### config.mk
export PLATFORM = sky130hd
export DESIGN_NAME = search_frontier_queue
export DESIGN_NICKNAME = d
export VERILOG_FILES = /design/src/hdl/sfq_pkg.sv /design/src/hdl/search_frontier_queue.sv /design/src/hdl/sfq_ram.sv /design/src/hdl/sfq_dpath.sv /design/src/hdl/sfq_ctrl.sv
export SDC_FILE = /design/constraint.sdc
export NUM_CORES = 2
export LEC_CHECK = 0
export BUFFER_PORTS_ARGS = -buffer_cell sky130_fd_sc_hd__buf_4
export CELL_PAD_IN_SITES_DETAIL_PLACEMENT = 0
export CELL_PAD_IN_SITES_GLOBAL_PLACEMENT = 1
export CORE_ASPECT_RATIO = 1.4
export CORE_MARGIN = 1.5
export CORE_UTILIZATION = 55
export DETAILED_ROUTE_END_ITERATION = 6
export PLACE_DENSITY_LB_ADDON = 0.1
export SLEW_MARGIN = 20
export SYNTH_ARGS = -nofsm -noshare
export SYNTH_HDL_FRONTEND = slang
export SYNTH_SLANG_ARGS = --single-unit
### constraint.sdc
create_clock -name clk_i -period 11.3 [get_ports clk_i]
set_input_delay 1.695 -clock clk_i [delete_from_list [all_inputs] [get_ports clk_i]]
set_output_delay 1.695 -clock clk_i [all_outputs]
set_load 0.02 [all_outputs]
### src/hdl/sfq_pkg.sv
// Shared types, widths and codes of the search frontier queue.
// Used by every module of the block but sfq_ram; depends on nothing else.
`timescale 1ns / 1ps

package sfq_pkg;

  localparam int QUEUE_DEPTH = 64;
  localparam int PTR_W       = (QUEUE_DEPTH > 1) ? $clog2(QUEUE_DEPTH) : 1;
  localparam int CNT_W       = $clog2(QUEUE_DEPTH + 1);
  localparam int SUM_W       = PTR_W + 1;

  localparam int KEY_W   = 16;
  localparam int ENTRY_W = 3 * KEY_W;
  localparam int OCC_W   = 7;
  localparam int STAT_W  = 2;
  localparam int MODE_W  = 2;
  localparam int IN_DATA_W  = ENTRY_W;
  localparam int OUT_DATA_W = ((ENTRY_W + OCC_W + 7) / 8) * 8;

  // Result status codes
  localparam logic [STAT_W-1:0] STAT_OK    = 2'd0;
  localparam logic [STAT_W-1:0] STAT_FULL  = 2'd1;
  localparam logic [STAT_W-1:0] STAT_EMPTY = 2'd2;

  // Insert mode codes; the unused code inserts at the back
  localparam logic [MODE_W-1:0] MODE_BACK   = 2'd0;
  localparam logic [MODE_W-1:0] MODE_FRONT  = 2'd1;
  localparam logic [MODE_W-1:0] MODE_SORTED = 2'd2;

  // Command codes
  localparam logic CMD_INSERT = 1'b0;
  localparam logic CMD_POP    = 1'b1;

  // Write address selects
  localparam logic [1:0] WR_IDX   = 2'd0;
  localparam logic [1:0] WR_BACK  = 2'd1;
  localparam logic [1:0] WR_FRONT = 2'd2;

  typedef struct packed {
    logic [KEY_W-1:0] tag;
    logic [KEY_W-1:0] h;
    logic [KEY_W-1:0] f;
  } entry_t;

  // Controller to datapath
  typedef struct packed {
    logic              latch;
    logic              idx_clr;
    logic              idx_inc;
    logic              wr_en;
    logic [1:0]        wr_sel;
    logic              carry_ld;
    logic              found_set;
    logic              head_inc;
    logic              head_dec;
    logic              cnt_inc;
    logic              cnt_dec;
    logic              code_ld;
    logic [STAT_W-1:0] code;
    logic              res_ld;
  } sfq_cmd_t;

  // Datapath to controller
  typedef struct packed {
    logic              op_pop;
    logic              empty;
    logic              full;
    logic [MODE_W-1:0] mode;
    logic              shift;
    logic              last;
    logic              out_free;
  } sfq_sts_t;

endpackage

### src/hdl/search_frontier_queue.sv
// Top level of the search frontier queue: controller plus datapath.
// Uses sfq_pkg, sfq_ctrl, sfq_dpath.
`timescale 1ns / 1ps

// Bounded search frontier of QUEUE_DEPTH entries (f, h, tag).
// Input stream: tuser selects insert or pop, tdata carries f, h and tag.
// Output stream: one result per command; tuser is the status (ok, full,
// empty), tdata holds the popped entry (zero on inserts and failures) and
// the occupancy after the operation.
// Configuration: cfg_data_i is the insert mode (back, front, sorted by f
// then h); the write is always taken; change it only while idle.
// Timing: one command at a time. A sorted insert into a nonempty queue walks
// the ring buffer in RAM one entry a cycle, comparing keys and moving later
// entries up through the single write port. Reset empties the queue and sets
// the mode to back insert; RAM contents are not cleared. A stalled receiver
// holds the result register; the block then finishes the next command and
// waits for the register to free.
module search_frontier_queue
  import sfq_pkg::*;
(
  input  logic                  clk_i,
  input  logic                  rst_ni,
  input  logic                  s_axis_tvalid,
  output logic                  s_axis_tready,
  input  logic [IN_DATA_W-1:0]  s_axis_tdata,   // key_f, key_h, entry_tag
  input  logic                  s_axis_tuser,   // command
  output logic                  m_axis_tvalid,
  input  logic                  m_axis_tready,
  output logic [OUT_DATA_W-1:0] m_axis_tdata,   // out_f, out_h, out_tag, occupancy
  output logic [STAT_W-1:0]     m_axis_tuser,   // status
  input  logic                  cfg_valid_i,
  output logic                  cfg_ready_o,
  input  logic [MODE_W-1:0]     cfg_data_i     // insert_mode
);

  sfq_cmd_t cmd;
  sfq_sts_t sts;

  assign cfg_ready_o = 1'b1;

  sfq_ctrl u_ctrl (
    .clk_i      (clk_i),
    .rst_ni     (rst_ni),
    .in_valid_i (s_axis_tvalid),
    .in_ready_o (s_axis_tready),
    .sts_i      (sts),
    .cmd_o      (cmd)
  );

  sfq_dpath u_dpath (
    .clk_i       (clk_i),
    .rst_ni      (rst_ni),
    .in_data_i   (s_axis_tdata),
    .in_user_i   (s_axis_tuser),
    .cfg_valid_i (cfg_valid_i),
    .cfg_data_i  (cfg_data_i),
    .cmd_i       (cmd),
    .sts_o       (sts),
    .out_ready_i (m_axis_tready),
    .out_valid_o (m_axis_tvalid),
    .out_data_o  (m_axis_tdata),
    .out_user_o  (m_axis_tuser)
  );

endmodule

### src/hdl/sfq_ram.sv
// Generic simple dual-port RAM: one write port, one read port, registered read.
// Stand-alone; no package needed.
`timescale 1ns / 1ps

module sfq_ram #(
  parameter int WIDTH = 8,
  parameter int DEPTH = 16
) (
  input  logic                                    clk_i,
  input  logic                                    we_i,
  input  logic [((DEPTH > 1) ? $clog2(DEPTH) : 1)-1:0] waddr_i,
  input  logic [WIDTH-1:0]                        wdata_i,
  input  logic [((DEPTH > 1) ? $clog2(DEPTH) : 1)-1:0] raddr_i,
  output logic [WIDTH-1:0]                        rdata_o
);

  logic [WIDTH-1:0] mem_q [DEPTH];
  logic [WIDTH-1:0] rdata_q;

  always_ff @(posedge clk_i) begin
    if (we_i) begin
      mem_q[waddr_i] <= wdata_i;
    end
    rdata_q <= mem_q[raddr_i];
  end

  assign rdata_o = rdata_q;

endmodule

### src/hdl/sfq_dpath.sv
// Datapath of the search frontier queue: ring buffer pointers, entry RAM,
// sorted-insert carry register, mode register and result register. Uses sfq_pkg, sfq_ram.
`timescale 1ns / 1ps

module sfq_dpath
  import sfq_pkg::*;
(
  input  logic                  clk_i,
  input  logic                  rst_ni,
  input  logic [IN_DATA_W-1:0]  in_data_i,
  input  logic                  in_user_i,
  input  logic                  cfg_valid_i,
  input  logic [MODE_W-1:0]     cfg_data_i,
  input  sfq_cmd_t              cmd_i,
  output sfq_sts_t              sts_o,
  input  logic                  out_ready_i,
  output logic                  out_valid_o,
  output logic [OUT_DATA_W-1:0] out_data_o,
  output logic [STAT_W-1:0]     out_user_o
);

  function automatic logic [PTR_W-1:0] ring_addr(input logic [PTR_W-1:0] base,
                                                 input logic [CNT_W-1:0] off);
    logic [SUM_W-1:0] s;
    s = SUM_W'(base) + SUM_W'(off);
    if (s >= SUM_W'(QUEUE_DEPTH)) begin
      s = s - SUM_W'(QUEUE_DEPTH);
    end
    return s[PTR_W-1:0];
  endfunction

  logic [MODE_W-1:0] mode_q;
  logic              op_pop_q;
  entry_t            new_q, carry_q, out_entry_q;
  logic [CNT_W-1:0]  idx_q, idx_d, count_q;
  logic [PTR_W-1:0]  head_q, head_prev, rd_addr, wr_addr;
  logic              found_q;
  logic [STAT_W-1:0] code_q, out_code_q;
  logic              out_valid_q;
  logic [OCC_W-1:0]  out_occ_q;
  entry_t            rd_entry;
  logic              old_lt;

  assign head_prev = (head_q == '0) ? PTR_W'(QUEUE_DEPTH - 1) : head_q - PTR_W'(1);

  always_comb begin
    idx_d = idx_q;
    if (cmd_i.idx_clr) begin
      idx_d = '0;
    end else if (cmd_i.idx_inc) begin
      idx_d = idx_q + CNT_W'(1);
    end
  end

  assign rd_addr = ring_addr(head_q, idx_d);

  always_comb begin
    case (cmd_i.wr_sel)
      WR_BACK:  wr_addr = ring_addr(head_q, count_q);
      WR_FRONT: wr_addr = head_prev;
      default:  wr_addr = ring_addr(head_q, idx_q);
    endcase
  end

  sfq_ram #(
    .WIDTH (ENTRY_W),
    .DEPTH (QUEUE_DEPTH)
  ) u_ram (
    .clk_i   (clk_i),
    .we_i    (cmd_i.wr_en),
    .waddr_i (wr_addr),
    .wdata_i (carry_q),
    .raddr_i (rd_addr),
    .rdata_o (rd_entry)
  );

  // Stored entry stays ahead of the new one while its keys are strictly smaller
  assign old_lt = (rd_entry.f < new_q.f) || ((rd_entry.f == new_q.f) && (rd_entry.h < new_q.h));

  assign sts_o.op_pop   = (op_pop_q == CMD_POP);
  assign sts_o.empty    = (count_q == '0);
  assign sts_o.full     = (count_q == CNT_W'(QUEUE_DEPTH));
  assign sts_o.mode     = mode_q;
  assign sts_o.shift    = found_q | ~old_lt;
  assign sts_o.last     = ((idx_q + CNT_W'(1)) == count_q);
  assign sts_o.out_free = ~out_valid_q | out_ready_i;

  always_ff @(posedge clk_i or negedge rst_ni) begin
    if (!rst_ni) begin
      mode_q      <= MODE_BACK;
      idx_q       <= '0;
      head_q      <= '0;
      count_q     <= '0;
      found_q     <= 1'b0;
      out_valid_q <= 1'b0;
    end else begin
      if (cfg_valid_i) begin
        mode_q <= cfg_data_i;
      end
      idx_q <= idx_d;
      if (cmd_i.latch) begin
        found_q <= 1'b0;
      end else if (cmd_i.found_set) begin
        found_q <= 1'b1;
      end
      if (cmd_i.head_inc) begin
        head_q <= ring_addr(head_q, CNT_W'(1));
      end else if (cmd_i.head_dec) begin
        head_q <= head_prev;
      end
      if (cmd_i.cnt_inc) begin
        count_q <= count_q + CNT_W'(1);
      end else if (cmd_i.cnt_dec) begin
        count_q <= count_q - CNT_W'(1);
      end
      if (cmd_i.res_ld) begin
        out_valid_q <= 1'b1;
      end else if (out_ready_i) begin
        out_valid_q <= 1'b0;
      end
    end
  end

  always_ff @(posedge clk_i) begin
    if (cmd_i.latch) begin
      op_pop_q <= in_user_i;
      new_q    <= in_data_i;
      carry_q  <= in_data_i;
    end else if (cmd_i.carry_ld) begin
      carry_q  <= rd_entry;
    end
    if (cmd_i.code_ld) begin
      code_q <= cmd_i.code;
    end
    if (cmd_i.res_ld) begin
      out_code_q  <= code_q;
      out_occ_q   <= OCC_W'(count_q);
      out_entry_q <= (op_pop_q == CMD_POP && code_q == STAT_OK) ? carry_q : '0;
    end
  end

  assign out_valid_o = out_valid_q;
  assign out_user_o  = out_code_q;
  assign out_data_o  = OUT_DATA_W'({out_occ_q, out_entry_q});

endmodule

### src/hdl/sfq_ctrl.sv
// Controller of the search frontier queue: sequences insert, pop and the
// sorted-insert scan over the entry RAM. Uses sfq_pkg.
`timescale 1ns / 1ps

module sfq_ctrl
  import sfq_pkg::*;
(
  input  logic     clk_i,
  input  logic     rst_ni,
  input  logic     in_valid_i,
  output logic     in_ready_o,
  input  sfq_sts_t sts_i,
  output sfq_cmd_t cmd_o
);

  localparam logic [2:0] S_IDLE   = 3'd0;
  localparam logic [2:0] S_DECODE = 3'd1;
  localparam logic [2:0] S_POPW   = 3'd2;
  localparam logic [2:0] S_SCAN   = 3'd3;
  localparam logic [2:0] S_TAIL   = 3'd4;
  localparam logic [2:0] S_FIN    = 3'd5;

  logic [2:0] state_q, state_d;

  always_comb begin
    state_d    = state_q;
    cmd_o      = '0;
    cmd_o.code = STAT_OK;
    in_ready_o = 1'b0;
    unique case (state_q)
      S_IDLE: begin
        in_ready_o = 1'b1;
        if (in_valid_i) begin
          cmd_o.latch = 1'b1;
          state_d     = S_DECODE;
        end
      end
      S_DECODE: begin
        cmd_o.code_ld = 1'b1;
        if (sts_i.op_pop) begin
          if (sts_i.empty) begin
            cmd_o.code = STAT_EMPTY;
            state_d    = S_FIN;
          end else begin
            cmd_o.idx_clr = 1'b1;
            state_d       = S_POPW;
          end
        end else if (sts_i.full) begin
          cmd_o.code = STAT_FULL;
          state_d    = S_FIN;
        end else begin
          unique case (sts_i.mode)
            MODE_FRONT: begin
              cmd_o.wr_en    = 1'b1;
              cmd_o.wr_sel   = WR_FRONT;
              cmd_o.head_dec = 1'b1;
              cmd_o.cnt_inc  = 1'b1;
              state_d        = S_FIN;
            end
            MODE_SORTED: begin
              if (sts_i.empty) begin
                cmd_o.wr_en   = 1'b1;
                cmd_o.wr_sel  = WR_BACK;
                cmd_o.cnt_inc = 1'b1;
                state_d       = S_FIN;
              end else begin
                cmd_o.idx_clr = 1'b1;
                state_d       = S_SCAN;
              end
            end
            default: begin
              cmd_o.wr_en   = 1'b1;
              cmd_o.wr_sel  = WR_BACK;
              cmd_o.cnt_inc = 1'b1;
              state_d       = S_FIN;
            end
          endcase
        end
      end
      S_POPW: begin
        cmd_o.carry_ld = 1'b1;
        cmd_o.head_inc = 1'b1;
        cmd_o.cnt_dec  = 1'b1;
        state_d        = S_FIN;
      end
      S_SCAN: begin
        // Once the slot is found, write the carried entry and carry the old one up
        if (sts_i.shift) begin
          cmd_o.wr_en     = 1'b1;
          cmd_o.wr_sel    = WR_IDX;
          cmd_o.carry_ld  = 1'b1;
          cmd_o.found_set = 1'b1;
        end
        if (sts_i.last) begin
          state_d = S_TAIL;
        end else begin
          cmd_o.idx_inc = 1'b1;
        end
      end
      S_TAIL: begin
        cmd_o.wr_en   = 1'b1;
        cmd_o.wr_sel  = WR_BACK;
        cmd_o.cnt_inc = 1'b1;
        state_d       = S_FIN;
      end
      S_FIN: begin
        // Hold until the result register is free
        if (sts_i.out_free) begin
          cmd_o.res_ld = 1'b1;
          state_d      = S_IDLE;
        end
      end
      default: begin
        state_d = S_IDLE;
      end
    endcase
  end

  always_ff @(posedge clk_i or negedge rst_ni) begin
    if (!rst_ni) begin
      state_q <= S_IDLE;
    end else begin
      state_q <= state_d;
    end
  end

endmodule

==> summary.txt <==
Outcome
  • Status: complete, no violations

STA
  • Min setup slack post-route: 4570 ps
  • Worst-Margin Slew: 1160 ps
  • Max Fclk: 149 MHz
  • Max_slew headroom: 22.3%
  • Final Hold Fails: 0
  • Final period util: 59.5%
  • Setup-violating endpoint count in the final report: 0
  • RSZ-0062 raised after global routing: no
  • Slew Viols, Final: 0
  • Setup TNS: 0 ps
  • Clk_skew: 43.0 ps
  • Minimum clock period: 6730 ps

Global routing
  • Total GRT Usage: 30.6%
  • Vias in the first global route: 65059
  • Gr ovfl total: 0
  • Initial antenna violation count: 19
  • Global-route wire length before repair: 497 mm
  • Largest net degree at the start of global routing: 134

Hold path
  • Hold depth: 0
  • Hold crit path type: register to register

CTS
  • Worst-Skew Late Latency: 870 ps
  • Max Root-Sink Buffers: 4
  • Clock transition at path regs: 60 ps
  • Total CTS buffers: 310
  • Post-CTS Resized: 0
  • CTS root buf: clkbuf_16
  • Clk sink count: 3287
  • Htree depth: 5
  • CTS tree: built
  • Post-CTS Setup Inserts: 0
  • CTS Hold Buffers Added: 0

Critical path
  • Type of the worst setup path: register to register
  • CP startpoint kind: register
  • Crit-path max FO: 28
  • Crit path arrival time: 7210 ps
  • Worst Reg2Reg Path Length in Cells: 14
  • CP required: 11780 ps
  • Critical Path End Type: register

Synthesis
  • Sequential-to-total area share from yosys stat: 77.5%
  • Synth cell types: 63
  • Synthesized net count: 6378
  • Seq cells post-synth: 3287
  • Most used flip-flop cell after synthesis: edfxtp_1
  • Ys async rst share: 0.821%
  • Ranking of synthesized cells by area: edfxtp_1 76%, mux4_2 14%, nand2_1 2.4%, nand3_1 1.6%, dfxtp_1 0.76%
  • Cell type with the largest total area after synthesis: edfxtp_1
  • Post-synth EDFFs: 3212
  • Synth top area share: 76.2%
  • Yosys warns: 0
  • Netlist Area Pre-Place: 127000 um^2
  • Mean Syn Cell Area: 20.2 um^2
  • Gate count of the mapped netlist: 6264

Final layout
  • Register area: 98100 um^2
  • Layout cell share with drive strength beyond 1: 24.4%
  • Footprint of the multi-input gates: 27600 um^2
  • # fillers: 16006
  • P&R area growth vs syn: 12.3%
  • Final-stage net count: 6675

Pwr
  • Leakage: 45.5 nW
  • Power per Cell Area: 331 nW/um^2
  • Worst vdd ir: 0.572 mV

Floorplanning
  • Die Span Y: 571 um
  • Die width: 408 um
  • # IOs: 117
  • Core area: 229000 um^2
  • Initial cell density of the core: 55.3%
  • DIE AREA: 233000 um^2
  • Row cnt: 208

Placed design
  • Placement Setup Slack: 4630 ps
  • HPWL after DPL: 194 mm
  • Final Wtd Congestion: 0.810
  • Port Buf Inserts: 114

Detailed routing
  • Vias after detailed routing: 64501
  • Drt total wl: 355 mm
  • WL/cell: 36.1 um
  • ANT nets after route: 0
  • Via density: 6.55
  • DRT iter0 DRCs: 7840
  • DRC: 0
  • Initial DRT Pass Iterations: 6

Job
  • Max Cap Viol: 0
## cell usage after synthesis, types with 13 or more instances
master    instances
o21ai_0          14
inv_1            45
buf_1           112
nand4_1         105
clkbuf_1        219
edfxtp_1       3212
xnor2_1          23
nor3_1           20
mux4_2          768
a21oi_1          28
dfxtp_1          48
ha_1             55
mux2i_1          53
mux2_2           55
nand2_1         804
xor2_1           13
nor2_1           71
and2_1           51
dfrtp_1          27
nor4_1           19
nand3_1         396
## final cells by class
type                    instances  share of cell area, %
flip-flops and latches       3287                   69.0
multi-input cells            2592                   19.4
clock buffers                 426                   6.03
well taps                    3045                   2.68
repair buffers                325                   1.89
clock inverters               129                  0.869
inverters                      45                  0.119
diodes                          2                0.00352
## stage by stage
step	cells	hold slack [ps]	area [um^2]	utilization, %	total power, mW
2_1_floorplan	6264	423	127000	-	30.3
3_3_place_gp	9291	485	132000	57.8	37.2
3_5_place_dp	9291	474	132000	57.8	37.3
4_1_cts	9846	492	142000	62.1	47.5
5_1_grt	9850	490	142000	62.1	49.0
6_report	9851	488	142000	62.1	47.1
## flip-flops by register name, indices dropped and copies added (netlist names)
| register | cells |
|---|---|
| u_dpath.op_pop_q | 1 |
| u_dpath.found_q | 1 |
| u_dpath.out_occ_q | 7 |
| u_dpath.out_data_o | 48 |
| u_dpath.idx_q | 7 |
| u_dpath.count_q | 7 |
| u_dpath.new_q | 32 |
| u_dpath.code_q | 2 |
| u_ctrl.state_q | 3 |
| u_dpath.out_user_o | 2 |
| u_dpath.u_ram.mem_q | 3072 |
| u_dpath.mode_q | 2 |
| u_dpath.u_ram.rdata_o | 48 |
| u_dpath.head_q | 6 |
| u_dpath.out_valid_o | 1 |
| u_dpath.carry_q | 48 |
## power breakdown
part           internal (mW)  leakage [nW]  switching (mW)
clock network           5.81          4.80            4.44
logic                   8.21          11.0            12.6
registers               15.7          29.7           0.405
## layer usage
metal	track usage (%)	vias up	wire (um)
met5	0	-	23
met4	11.4	4	14400
met3	4.38	605	26000
met2	52.2	3039	182000
met1	40.4	34892	133000
li1	-	25961	-
## worst paths after layout
| kind | startpoint | slack [ps] | end |
|---|---|---|---|
| worst min register to register | u_dpath.code_q[1]$_SDFFCE_PN0P_ | 490 | u_dpath.out_user_o[1]$_DFFE_PP_ |
| worst max register to register | u_ctrl.state_q[1]$_DFFE_PN0P_ | 4570 | u_dpath.u_ram.mem_q[31][14]$_DFFE_PP_ |
| worst min-delay path | u_dpath.code_q[1]$_SDFFCE_PN0P_ | 490 | u_dpath.out_user_o[1]$_DFFE_PP_ |
| max in group asynchronous | rst_ni | 10210 | u_dpath.idx_q[2]$_DFF_PN0_ |
| worst max-delay path | u_ctrl.state_q[1]$_DFFE_PN0P_ | 4570 | u_dpath.u_ram.mem_q[31][14]$_DFFE_PP_ |
| min in group asynchronous | rst_ni | 780 | u_dpath.out_valid_o$_DFFE_PN0P_ |
## cell families after synthesis
| group | Yosys count | share of synthesized area (%) |
|---|---|---|
| flip-flops | 3287 | 77.5 |
| adder cells (fa/ha/maj) | 58 | 0.591 |
| AO/OA/AOI/OAI | 102 | 0.547 |
| XOR/XNOR | 36 | 0.249 |
| buffers and inverters | 385 | 1.16 |
| AND/OR/NAND/NOR | 1518 | 5.40 |
| other | 2 | 0.00593 |
| multiplexers | 876 | 14.6 |
## critical path: stages, from the launching register on
cell,delay (ps)
dfrtp_1,520
or4b_4,610
a31o_1,240
o31ai_4,400
mux2_2,410
ha_1,330
a21oi_1,210
nand2_1,120
a31oi_1,260
xnor2_1,170
xnor2_1,150
mux2_2,520
or4_1,870
nor2_4,810
buf_4,610
## cells in the final DEF (no fill, tap or decap), types with 6 or more instances in the layout
master,count
clkbuf_1,89
buf_12,17
bufinv_16,21
a31oi_1,6
a21oi_1,27
nand2_1,803
o21bai_1,6
nor3_1,7
dfxtp_1,48
nand3_1,396
ha_1,54
inv_1,45
xor2_1,12
nor2_1,34
nor2b_1,9
o211ai_1,7
mux4_2,768
nand4_1,105
a21o_1,8
clkbuf_8,17
nor3_2,13
nor2_4,37
nor3b_1,6
buf_4,305
edfxtp_1,3212
and2_1,50
o21ai_0,14
nor4_2,20
dfrtp_1,27
clkbuf_16,320
clkinv_1,44
nand2b_1,7
mux2i_1,52
xnor2_1,21
clkinv_2,46
mux2_2,55
or4_1,9
Note: power is estimated with default switching activity, not from simulation.
